File: config.mk
export PLATFORM = sky130hd
export DESIGN_NAME = bitmask_rle_tile_encoder_flat
export DESIGN_NICKNAME = d
export VERILOG_FILES = /design/src/rtl/core/brle_pkg.sv /design/src/rtl/core/brle_in_if.sv /design/src/rtl/core/brle_out_if.sv /design/src/rtl/core/brle_front.sv /design/src/rtl/core/brle_queue.sv /design/src/rtl/core/brle_back.sv /design/src/rtl/core/bitmask_rle_tile_encoder.sv /design/src/flat_wrapper.sv
export SDC_FILE = /design/constraint.sdc
export NUM_CORES = 1
export LEC_CHECK = 0
export BUFFER_PORTS_ARGS = -buffer_cell sky130_fd_sc_hd__buf_2
export CORE_MARGIN = 2
export CORE_UTILIZATION = 55
export DETAILED_ROUTE_END_ITERATION = 6
export PLACE_DENSITY = 0.69
export SLEW_MARGIN = 20
export SYNTH_ARGS = -nofsm -noshare
export SYNTH_HDL_FRONTEND = slang
export SYNTH_SLANG_ARGS = --single-unit
File: constraint.sdc
create_clock -name clk -period 11.4 [get_ports clk]
set_clock_uncertainty 0.15 [all_clocks]
set_input_delay 2.28 -clock clk [delete_from_list [all_inputs] [get_ports clk]]
set_output_delay 2.28 -clock clk [all_outputs]
set_load 0.01 [all_outputs]
File: src/rtl/core/brle_pkg.sv
// ----------------------------------------------------------------------------
// brle_pkg: shared types and constants of the bitmask RLE tile encoder
// Group size, byte type, the group record that moves through the queue, and
// the queue status struct.
// ----------------------------------------------------------------------------
package brle_pkg;

  localparam int GROUP_LEN   = 8;
  localparam int BYTE_W      = 8;
  localparam int IDX_W       = 3;   // index into one group
  localparam int CNT_W       = 4;   // occurrence count, 0..GROUP_LEN
  localparam int QUEUE_DEPTH = 2;

  typedef logic [BYTE_W-1:0] byte_t;

  // One complete group: the raw bytes in arrival order plus its fill byte.
  typedef struct packed {
    byte_t [GROUP_LEN-1:0] bytes;
    byte_t                 fill;
  } group_t;

  typedef struct packed {
    logic full;
    logic empty;
  } q_stat_t;

endpackage

File: src/rtl/core/brle_in_if.sv
// ----------------------------------------------------------------------------
// brle_in_if: raw byte channel
// Valid/ready channel carrying one raw byte and the end-of-block flag.
// ----------------------------------------------------------------------------
interface brle_in_if import brle_pkg::*; ();
  logic  valid;
  logic  ready;
  byte_t byte_in;
  logic  last_in;

  modport source (output valid, output byte_in, output last_in, input ready);
  modport sink   (input valid, input byte_in, input last_in, output ready);
endinterface

File: src/rtl/core/brle_out_if.sv
// ----------------------------------------------------------------------------
// brle_out_if: encoded byte channel
// Valid/ready channel carrying one encoded byte and the end-of-group flag.
// ----------------------------------------------------------------------------
interface brle_out_if import brle_pkg::*; ();
  logic  valid;
  logic  ready;
  byte_t out_byte;
  logic  out_last;

  modport source (output valid, output out_byte, output out_last, input ready);
  modport sink   (input valid, input out_byte, input out_last, output ready);
endinterface

File: src/rtl/core/brle_front.sv
// ----------------------------------------------------------------------------
// brle_front: group collector
// Collects raw bytes into groups of eight and tracks the running fill byte
// (most frequent value, earliest to reach the top count) one byte at a time.
// ----------------------------------------------------------------------------
module brle_front import brle_pkg::*; (
  input  logic    clk,
  input  logic    rst,
  brle_in_if.sink raw,
  input  q_stat_t q_stat,
  output logic    q_push,
  output group_t  q_data
);

  logic [IDX_W-1:0] pos;
  byte_t            store [GROUP_LEN-1];
  logic [CNT_W-1:0] top;
  byte_t            fill;

  logic [CNT_W-1:0] cnt;
  logic [CNT_W-1:0] top_eff;
  logic             take;
  byte_t            fill_next;
  logic             last_pos;
  logic             acc;

  // occurrences of the new byte among this group's earlier bytes, plus itself
  always_comb begin
    cnt = CNT_W'(1);
    for (int k = 0; k < GROUP_LEN - 1; k++) begin
      if ((IDX_W'(k) < pos) && (store[k] == raw.byte_in)) begin
        cnt = cnt + CNT_W'(1);
      end
    end
  end

  assign top_eff   = (pos == '0) ? '0 : top;
  assign take      = cnt > top_eff;
  assign fill_next = take ? raw.byte_in : fill;
  assign last_pos  = pos == IDX_W'(GROUP_LEN - 1);

  assign raw.ready = !last_pos || !q_stat.full;
  assign acc       = raw.valid && raw.ready;
  assign q_push    = acc && last_pos;

  always_comb begin
    for (int k = 0; k < GROUP_LEN - 1; k++) begin
      q_data.bytes[k] = store[k];
    end
    q_data.bytes[GROUP_LEN-1] = raw.byte_in;
    q_data.fill               = fill_next;
  end

  always_ff @(posedge clk) begin
    if (rst) begin
      pos <= '0;
    end else if (acc) begin
      if (last_pos || raw.last_in) begin
        pos <= '0;
      end else begin
        pos <= pos + IDX_W'(1);
      end
    end
  end

  always_ff @(posedge clk) begin
    if (acc) begin
      if (!last_pos) begin
        store[pos] <= raw.byte_in;
      end
      top  <= take ? cnt : top_eff;
      fill <= fill_next;
    end
  end

endmodule

File: src/rtl/core/brle_queue.sv
// ----------------------------------------------------------------------------
// brle_queue: group record FIFO
// Short FIFO of completed groups between collector and emitter.
// ----------------------------------------------------------------------------
module brle_queue import brle_pkg::*; #(
  parameter int Depth = QUEUE_DEPTH
) (
  input  logic    clk,
  input  logic    rst,
  input  logic    push,
  input  group_t  wdata,
  input  logic    pop,
  output group_t  rdata,
  output q_stat_t stat
);

  localparam int PtrW = (Depth > 1) ? $clog2(Depth) : 1;
  localparam int CntW = $clog2(Depth + 1);

  group_t          mem [Depth];
  logic [PtrW-1:0] wr_ptr;
  logic [PtrW-1:0] rd_ptr;
  logic [CntW-1:0] count;

  function automatic logic [PtrW-1:0] wrap_inc(logic [PtrW-1:0] p);
    return (p == PtrW'(Depth - 1)) ? '0 : p + PtrW'(1);
  endfunction

  assign rdata      = mem[rd_ptr];
  assign stat.full  = count == CntW'(Depth);
  assign stat.empty = count == '0;

  always_ff @(posedge clk) begin
    if (rst) begin
      wr_ptr <= '0;
      rd_ptr <= '0;
      count  <= '0;
    end else begin
      if (push) begin
        wr_ptr <= wrap_inc(wr_ptr);
      end
      if (pop) begin
        rd_ptr <= wrap_inc(rd_ptr);
      end
      if (push && !pop) begin
        count <= count + CntW'(1);
      end else if (pop && !push) begin
        count <= count - CntW'(1);
      end
    end
  end

  always_ff @(posedge clk) begin
    if (push) begin
      mem[wr_ptr] <= wdata;
    end
  end

endmodule

File: src/rtl/core/brle_back.sv
// ----------------------------------------------------------------------------
// brle_back: group emitter
// Emits control byte, fill byte and literals of one group, one byte per
// cycle while the receiver is ready, through a registered output stage.
// ----------------------------------------------------------------------------
module brle_back import brle_pkg::*; (
  input  logic        clk,
  input  logic        rst,
  input  group_t      q_data,
  input  q_stat_t     q_stat,
  output logic        q_pop,
  brle_out_if.source  enc
);

  typedef enum logic [2:0] {
    BK_IDLE = 3'b001,
    BK_FILL = 3'b010,
    BK_LIT  = 3'b100
  } bk_state_t;

  bk_state_t             state;
  byte_t [GROUP_LEN-1:0] bytes;
  byte_t                 fill;
  logic [GROUP_LEN-1:0]  rem;     // literals still to send, MSB = first byte
  logic                  ov;
  byte_t                 ob;
  logic                  ol;

  logic                  advance;
  logic [GROUP_LEN-1:0]  head_mask;
  logic [IDX_W-1:0]      sel_bit;
  logic [IDX_W-1:0]      sel_byte;
  logic [GROUP_LEN-1:0]  rem_clr;

  assign advance = !ov || enc.ready;
  assign q_pop   = advance && (state == BK_IDLE) && !q_stat.empty;

  always_comb begin
    for (int j = 0; j < GROUP_LEN; j++) begin
      head_mask[GROUP_LEN-1-j] = q_data.bytes[j] != q_data.fill;
    end
  end

  // highest pending bit is the earliest literal
  always_comb begin
    sel_bit = '0;
    for (int j = 0; j < GROUP_LEN; j++) begin
      if (rem[j]) begin
        sel_bit = IDX_W'(j);
      end
    end
    sel_byte = IDX_W'(GROUP_LEN - 1) - sel_bit;
    rem_clr  = rem & ~(GROUP_LEN'(1) << sel_bit);
  end

  assign enc.valid    = ov;
  assign enc.out_byte = ob;
  assign enc.out_last = ol;

  always_ff @(posedge clk) begin
    if (rst) begin
      state <= BK_IDLE;
      ov    <= 1'b0;
    end else if (advance) begin
      unique case (state)
        BK_IDLE: begin
          if (!q_stat.empty) begin
            ov    <= 1'b1;
            ob    <= head_mask;
            ol    <= 1'b0;
            bytes <= q_data.bytes;
            fill  <= q_data.fill;
            rem   <= head_mask;
            state <= BK_FILL;
          end else begin
            ov <= 1'b0;
          end
        end
        BK_FILL: begin
          ov    <= 1'b1;
          ob    <= fill;
          ol    <= rem == '0;
          state <= (rem == '0) ? BK_IDLE : BK_LIT;
        end
        BK_LIT: begin
          ov    <= 1'b1;
          ob    <= bytes[sel_byte];
          ol    <= rem_clr == '0;
          rem   <= rem_clr;
          state <= (rem_clr == '0) ? BK_IDLE : BK_LIT;
        end
        default: begin
          ov    <= 1'b0;
          state <= BK_IDLE;
        end
      endcase
    end
  end

endmodule

File: src/rtl/core/bitmask_rle_tile_encoder.sv
// ----------------------------------------------------------------------------
// bitmask_rle_tile_encoder: grouped bitmask run-length encoder
// Raw bytes in, per group of eight: control byte, fill byte, literals out.
// ----------------------------------------------------------------------------
// Flow: completing a group writes its record into the queue; a free
//   emitter then pops it and registers its control byte.
// Throughput: one raw byte per cycle in while the queue has room for a
//   completed group; one encoded byte per cycle out while the receiver is
//   ready. A group emits 2 + L bytes (L = literal count, 0..7), so for
//   literal-heavy groups the single output port of the emitter sets the rate.
// Reset: rst (synchronous) empties the open group, the queue and the output.
module bitmask_rle_tile_encoder import brle_pkg::*; #(
  parameter int QDepth = QUEUE_DEPTH
) (
  input  logic       clk,
  input  logic       rst,
  brle_in_if.sink    raw,
  brle_out_if.source enc
);

  // Front to queue: completed group records with their fill byte.
  logic    q_push;
  group_t  q_wdata;
  // Queue to back.
  logic    q_pop;
  group_t  q_rdata;
  q_stat_t q_stat;

  // Front: counts occurrences as bytes arrive, so the fill byte is known
  // the cycle the group completes. Stalls only on the group's last byte
  // when the queue is full; partial groups end on last_in and are dropped.
  brle_front u_front (
    .clk    (clk),
    .rst    (rst),
    .raw    (raw),
    .q_stat (q_stat),
    .q_push (q_push),
    .q_data (q_wdata)
  );

  // Decoupling queue: lets the collector keep filling the next group
  // while the emitter is still sending earlier ones.
  brle_queue #(
    .Depth (QDepth)
  ) u_queue (
    .clk   (clk),
    .rst   (rst),
    .push  (q_push),
    .wdata (q_wdata),
    .pop   (q_pop),
    .rdata (q_rdata),
    .stat  (q_stat)
  );

  // Back: builds the control mask while popping and registers it as the
  // control byte on the pop, then sends fill, then literals in order.
  brle_back u_back (
    .clk    (clk),
    .rst    (rst),
    .q_data (q_rdata),
    .q_stat (q_stat),
    .q_pop  (q_pop),
    .enc    (enc)
  );

`ifndef ASSERT_OFF
  // the collector never completes a group into a full queue
  a_no_overflow: assert property (@(posedge clk) disable iff (rst)
    q_push |-> (!q_stat.full || q_pop))
    else $error("group pushed into full queue");

  // the emitter only pops a record that exists
  a_no_underflow: assert property (@(posedge clk) disable iff (rst)
    q_pop |-> !q_stat.empty)
    else $error("pop from empty queue");

  // a completed group leaves the queue non-empty on the next cycle
  a_push_lands: assert property (@(posedge clk) disable iff (rst)
    (q_push && !q_pop) |=> !q_stat.empty)
    else $error("pushed group lost");
`endif

endmodule

File: src/flat_wrapper.sv
// flat-port wrapper written by rule: the top's interface ports become plain ports
module bitmask_rle_tile_encoder_flat import brle_pkg::*;
#(
  parameter int QDepth = QUEUE_DEPTH
)
  (clk, rst, raw_valid, raw_byte_in, raw_last_in, raw_ready, enc_valid, enc_out_byte, enc_out_last, enc_ready);
  brle_in_if raw_i ();
  brle_out_if enc_i ();
  input  logic clk;
  input  logic rst;
  input wire logic [$bits(raw_i.valid)-1:0] raw_valid;
  input wire logic [$bits(raw_i.byte_in)-1:0] raw_byte_in;
  input wire logic [$bits(raw_i.last_in)-1:0] raw_last_in;
  output wire logic [$bits(raw_i.ready)-1:0] raw_ready;
  output wire logic [$bits(enc_i.valid)-1:0] enc_valid;
  output wire logic [$bits(enc_i.out_byte)-1:0] enc_out_byte;
  output wire logic [$bits(enc_i.out_last)-1:0] enc_out_last;
  input wire logic [$bits(enc_i.ready)-1:0] enc_ready;
  assign raw_i.valid = raw_valid;
  assign raw_i.byte_in = raw_byte_in;
  assign raw_i.last_in = raw_last_in;
  assign raw_ready = raw_i.ready;
  assign enc_valid = enc_i.valid;
  assign enc_out_byte = enc_i.out_byte;
  assign enc_out_last = enc_i.out_last;
  assign enc_i.ready = enc_ready;
  bitmask_rle_tile_encoder #(.QDepth(QDepth)) u_core (.clk(clk), .rst(rst), .raw(raw_i), .enc(enc_i));
endmodule
-- After elaboration in Yosys (flattened, before gate mapping)
Memories as Yosys holds them, arrays and structs flattened. A register that Yosys moved wholly into a read port is not among the register bits.
Cells that the tools add are included.
- register bits: 112
- logic and storage cells: 145
- output and inout bits: 11
- memory bits (writable): 200
- input bits: 13
- memories: 2
- memories (memory ; words ; width ; read ports ; clocked after memory_dff ; write ports ; line ; RTL):
    u_core.u_queue.mem ; 2 ; 72 ; 1 ; 1 ; 1 ; brle_queue.sv:20 ; group_t mem [Depth];
    u_core.u_front.store ; 7 ; 8 ; 7 ; 0 ; 1 ; brle_front.sv:16 ; byte_t store [GROUP_LEN-1];
- mux-type cells: 42
- bitwise operators: 4
- $add $sub $neg: 12
- $lt $le $gt $ge: 9
- equality and inequality tests: 21
- shift-type cells: 1
- reductions and logical operators: 34
- operator list (operator ; number):
    8-bit inequality test ; 8
    8-bit == test ; 7
    4-bit two-way mux ; 8
    3-bit two-way mux ; 10
    4-bit by 1-bit adder with 4-bit output (second input constant) ; 6
    8-bit binary-select mux with 3-bit select ; 1
    8-bit two-way mux ; 3
    8-bit one-hot mux with 3 select lines ; 1
    8-bit zero test ; 2
    8-bit one-hot mux with 2 select lines ; 1
    1-bit logical AND ; 13
    1-bit two-way mux ; 12
    4-bit AND reduction ; 3
    3-bit less-than comparator (first input constant) ; 3
    3-bit one-hot mux with 3 select lines ; 1
    8-bit AND ; 1
    8-bit inverter ; 1
    1-bit by 3-bit << shifter with 8-bit output (first input constant) ; 1
    3-bit == test (second input constant) ; 2
    1-bit zero test ; 6
    1-bit by 3-bit less-than comparator with 1-bit output (first input constant) ; 2
    2-bit by 3-bit less-than comparator with 1-bit output (first input constant) ; 2
    2-bit two-way mux ; 3
    4-bit greater-than comparator ; 1
    other kinds (20) ; 25

-- Depth between registers and ports, before layout
An unclocked memory read counts as a cell.
- word-level depth: 18
- depth in mapped cells: 26
- mapped depth without buffers: 23

-- By module
From an unflattened synthesis, not the netlist that was laid out.
- cells, all modules: 892
- area total of the unflattened synthesis: 13760.7 sq um
- modules (own cells, without submodules) (module ; area an instance (sq um) ; sequential area each (sq um) ; cells an instance ; instances):
    brle_queue ; 5429.0 ; 4424.2 ; 246 ; 1
    brle_back ; 4576.9 ; 2752.6 ; 356 ; 1
    brle_front ; 3754.9 ; 2102.0 ; 290 ; 1

-- Worst setup path after synthesis
OpenSTA, ideal clock, no wires.
- path kind: input -> register
- start point: in raw_byte_in[5]
- end point: reg u_core.u_front.fill[3] (data pin)
- arrival time: 6968 ps
- data required time: 10985 ps
- stages: 23
- slack: 4018 ps
- library setup time: 265 ps
- path through: buf_2 -> xnor2_1 -> nand4_1 -> a2111oi_0 -> and3_1 -> inv_1 -> fa_1 -> xnor2_1 -> xor2_2 -> ha_1 -> xnor2_1 -> and3_1 -> nor3b_1 -> inv_1 -> ha_1 -> nor2b_1 -> o21ai_0 -> nand2b_1 -> a21oi_1 -> a41o_1 -> buf_2 -> clkbuf_1 -> mux2_2
- RTL lines (element ; line ; RTL):
    start: declaration ; flat_wrapper.sv:12 ; input wire logic [$bits(raw_i.byte_in)-1:0] raw_byte_in;
    end signal: assignment ; brle_front.sv:72 ; fill <= fill_next;
    end: declaration ; brle_front.sv:18 ; byte_t fill;

==> run metrics <==
status=complete, no violations; mapped cell area=0.0138 sq mm; VDD IR-drop max=0.000108 V; Tmin final=7580 ps; hold depth=0; core area=roughly 0.024 sq mm; row count=57; I/O Buffers=23; CP required=11,530 ps; fill cell count=1,756; num ports=24; initial antenna violation count=0; gp weighted congestion=roughly 0.92; worst skew pair latency=560 ps; slowest CP cell=fa_1; number of remaining DRC errors=0; Slew headroom=0.295; CP Launch Type=input pin; sequential share of the synthesized area=0.674; asr flop ratio synth=0; endpoints failing hold=0; power per cell area=between 150 and 200 mW/mm^2; DIE AREA=roughly 0.026 sq mm; starting density of the core=0.562; CTS buffer count=31; top-count cell post-synth=edfxtp_1; RR Startpoint=u_core.u_front.pos[0]; Hold Path Class=flop to flop; vias in the first global route=~7,400; depth of the CTS H-tree=1; RSZ-0062 raised after global routing=false; Cells after Synth=870; TNS Setup=0 ps; Final period util=0.665; WP buf/inv=3; Final Core Density=0.623; Root Driver=clkbuf_16; Min Hold Slack=351 ps; Post-CTS Setup Bufs=0; area of the multi-input gates=0.00424 sq mm; synth unique cells=62; post-DP HPWL=just over 20,000 um; vias=7,380; Initial DRC Count=between 700 and 800; synth top area cells=edfxtp_1, xnor2_1, mux2_2; layout cells sized above 1=0.218; Final Max Slew Viols=0; post-route ant nets=0; fmax=roughly 0.13 GHz; Die W=162 um; Syn Nets=898; clock sinks=313; Setup CP Type=input pin to flop; CP endpoint kind=flop; WL/cell=23.9 um; Leak=0.00492 uW; leading area contributor after synthesis=edfxtp_1; max_cap viols=0; CP peak stage delay=560 ps; list of most frequent post-synthesis cells=edfxtp_1, xnor2_1, mux2_2; Reg area=0.00928 sq mm; CTS tree=built; hold buffers post-CTS=0; Max Buffers Root-to-Sink=3; crit-path max FO=17; Ys Warns=0; Hold EP=u_core.u_queue.mem[1][31]; pin count of the biggest net entering global routing=73; r2r worst-path depth=19; top-area cell type share of the netlist area=0.657; Syn Area/Cell=~16 sq um; final setup fails=0; first-pass GRT wire length=44,800 um; # resized after CTS=0; Cell Chain, Critical Path=buf_2 -> xnor2_1 -> nand4_1 -> a2111oi_0 -> and3_1 -> inv_1 -> fa_1 -> xnor2_1 -> xor2_2 -> ha_1 -> xnor2_1 -> and3_1 -> nor3b_1 -> inv_1 -> ha_1 -> nor2b_1 -> o21ai_0 -> nand2b_1 -> a21oi_1 -> a41o_1 -> mux2_2; Top cell by count, worst path=xnor2_1; reg2reg setup slack=~5300 ps; commonest register cell after synthesis=edfxtp_1; vias per inst=5.90; Slew @ Worst Pin=just over 1000 ps; worst r2r dst=u_core.u_queue.mem[1][6]; number of diodes=0; number of synthesized register bits=313; die height=162 um; number of synthesized flops with an enable pin=301; first drt pass iteration count=6; Clock transition at path regs=60 ps; Critical Path AT=between 7000 and 8000 ps; fin nets=931; hold_sp=u_core.u_front.store[2][7]; routed wire length=29,900 um; Crit path max-delay family=adder cells; GRT overflow=0; Area Growth Syn to Fin=10.8%; gr usage total=0.231
-- stage by stage --
stage	power (uW)	std cells	setup slack (ps)	instance area [sq um]
floorplan	1660	870	4020	13800
global placement	1750	1194	3460	14200
detailed placement	1770	1194	3270	14200
CTS	2780	1251	3810	15200
global route	2860	1251	3350	15200
finish	2770	1251	3820	15200
-- state kept, by name, indices dropped and copies added, names as in the netlist, 2 cells and up, named ones only --
register                    count
u_core.u_back.bytes            64
u_core.u_back.enc.out_byte      8
u_core.u_back.fill              8
u_core.u_back.rem               8
u_core.u_back.state             3
u_core.u_front.fill             8
u_core.u_front.pos              3
u_core.u_front.store           56
u_core.u_front.top              4
u_core.u_queue.count            2
u_core.u_queue.mem            144
-- worst max-delay path by stage --
| stage | start | end | slack, ps | cells past startpoint |
|---|---|---|---|---|
| 3_5_place_dp | raw_byte_in[2] | u_core.u_queue.mem[1][6] | 3270 | 21 |
| 5_1_grt | raw_byte_in[2] | u_core.u_queue.mem[1][6] | 3350 | 21 |
| 3_3_place_gp | raw_byte_in[2] | u_core.u_front.fill[7] | 3460 | 21 |
| 4_1_cts | raw_byte_in[2] | u_core.u_queue.mem[1][6] | 3810 | 21 |
| 2_1_floorplan | raw_byte_in[5] | u_core.u_front.fill[3] | 4020 | 23 |
| 6_report | raw_byte_in[2] | u_core.u_queue.mem[1][6] | 3820 | 21 |
-- cell families (layout without fill, tap and decap cells) --
| family | after synthesis | after routing | synth area share |
|---|---|---|---|
| DFF | 313 | 313 | 0.674 |
| xor gates and xnor gates | 135 | 135 | 0.0870 |
| buffers and inverters | 58 | 115 | 0.0198 |
| and+or+nand+nor | 152 | 152 | 0.0614 |
| adders and majority gates | 15 | 15 | 0.0142 |
| muxes | 106 | 106 | 0.100 |
| AOI/OAI and AO/OA | 91 | 91 | 0.0427 |
-- power breakdown --
group / leakage, uW / internal [uW] / switching, uW
logic: 0.00163 / 139 / 208
clock network: 0.000511 / 606 / 418
registers: 0.00279 / 1350 / 41.2
-- cell type report --
cell class,instances,area share
sequential,313,0.609
multi-input combinational,499,0.278
clock buffer,38,0.0546
tap,324,0.0266
clock inverter,19,0.0129
timing repair buffer,32,0.0120
inverter,26,0.00640
-- cells in the final DEF, fill, tap and decap left out, types with 9 or more instances in the layout --
| cell type | count |
|---|---|
| o221ai_1 | 9 |
| edfxtp_1 | 301 |
| clkinv_2 | 9 |
| ha_1 | 14 |
| and2_1 | 10 |
| buf_4 | 9 |
| nand2_1 | 29 |
| xnor2_1 | 102 |
| nor4_1 | 18 |
| a21oi_1 | 25 |
| clkbuf_16 | 31 |
| mux2_2 | 73 |
| mux2i_1 | 9 |
| mux4_2 | 16 |
| buf_2 | 23 |
| dfxtp_1 | 11 |
| nor2_1 | 24 |
| o21ai_0 | 37 |
| xor2_1 | 31 |
| inv_1 | 26 |
| nand3_1 | 13 |
-- layer usage --
layer	wire, um	track usage	vias to the layer above
li1	-	-	3354
met1	12700	0.315	3697
met2	14700	0.386	266
met3	1420	0.0276	63
met4	1090	0.0893	0
met5	0	0	-
(Power assumes the default switching activity.)
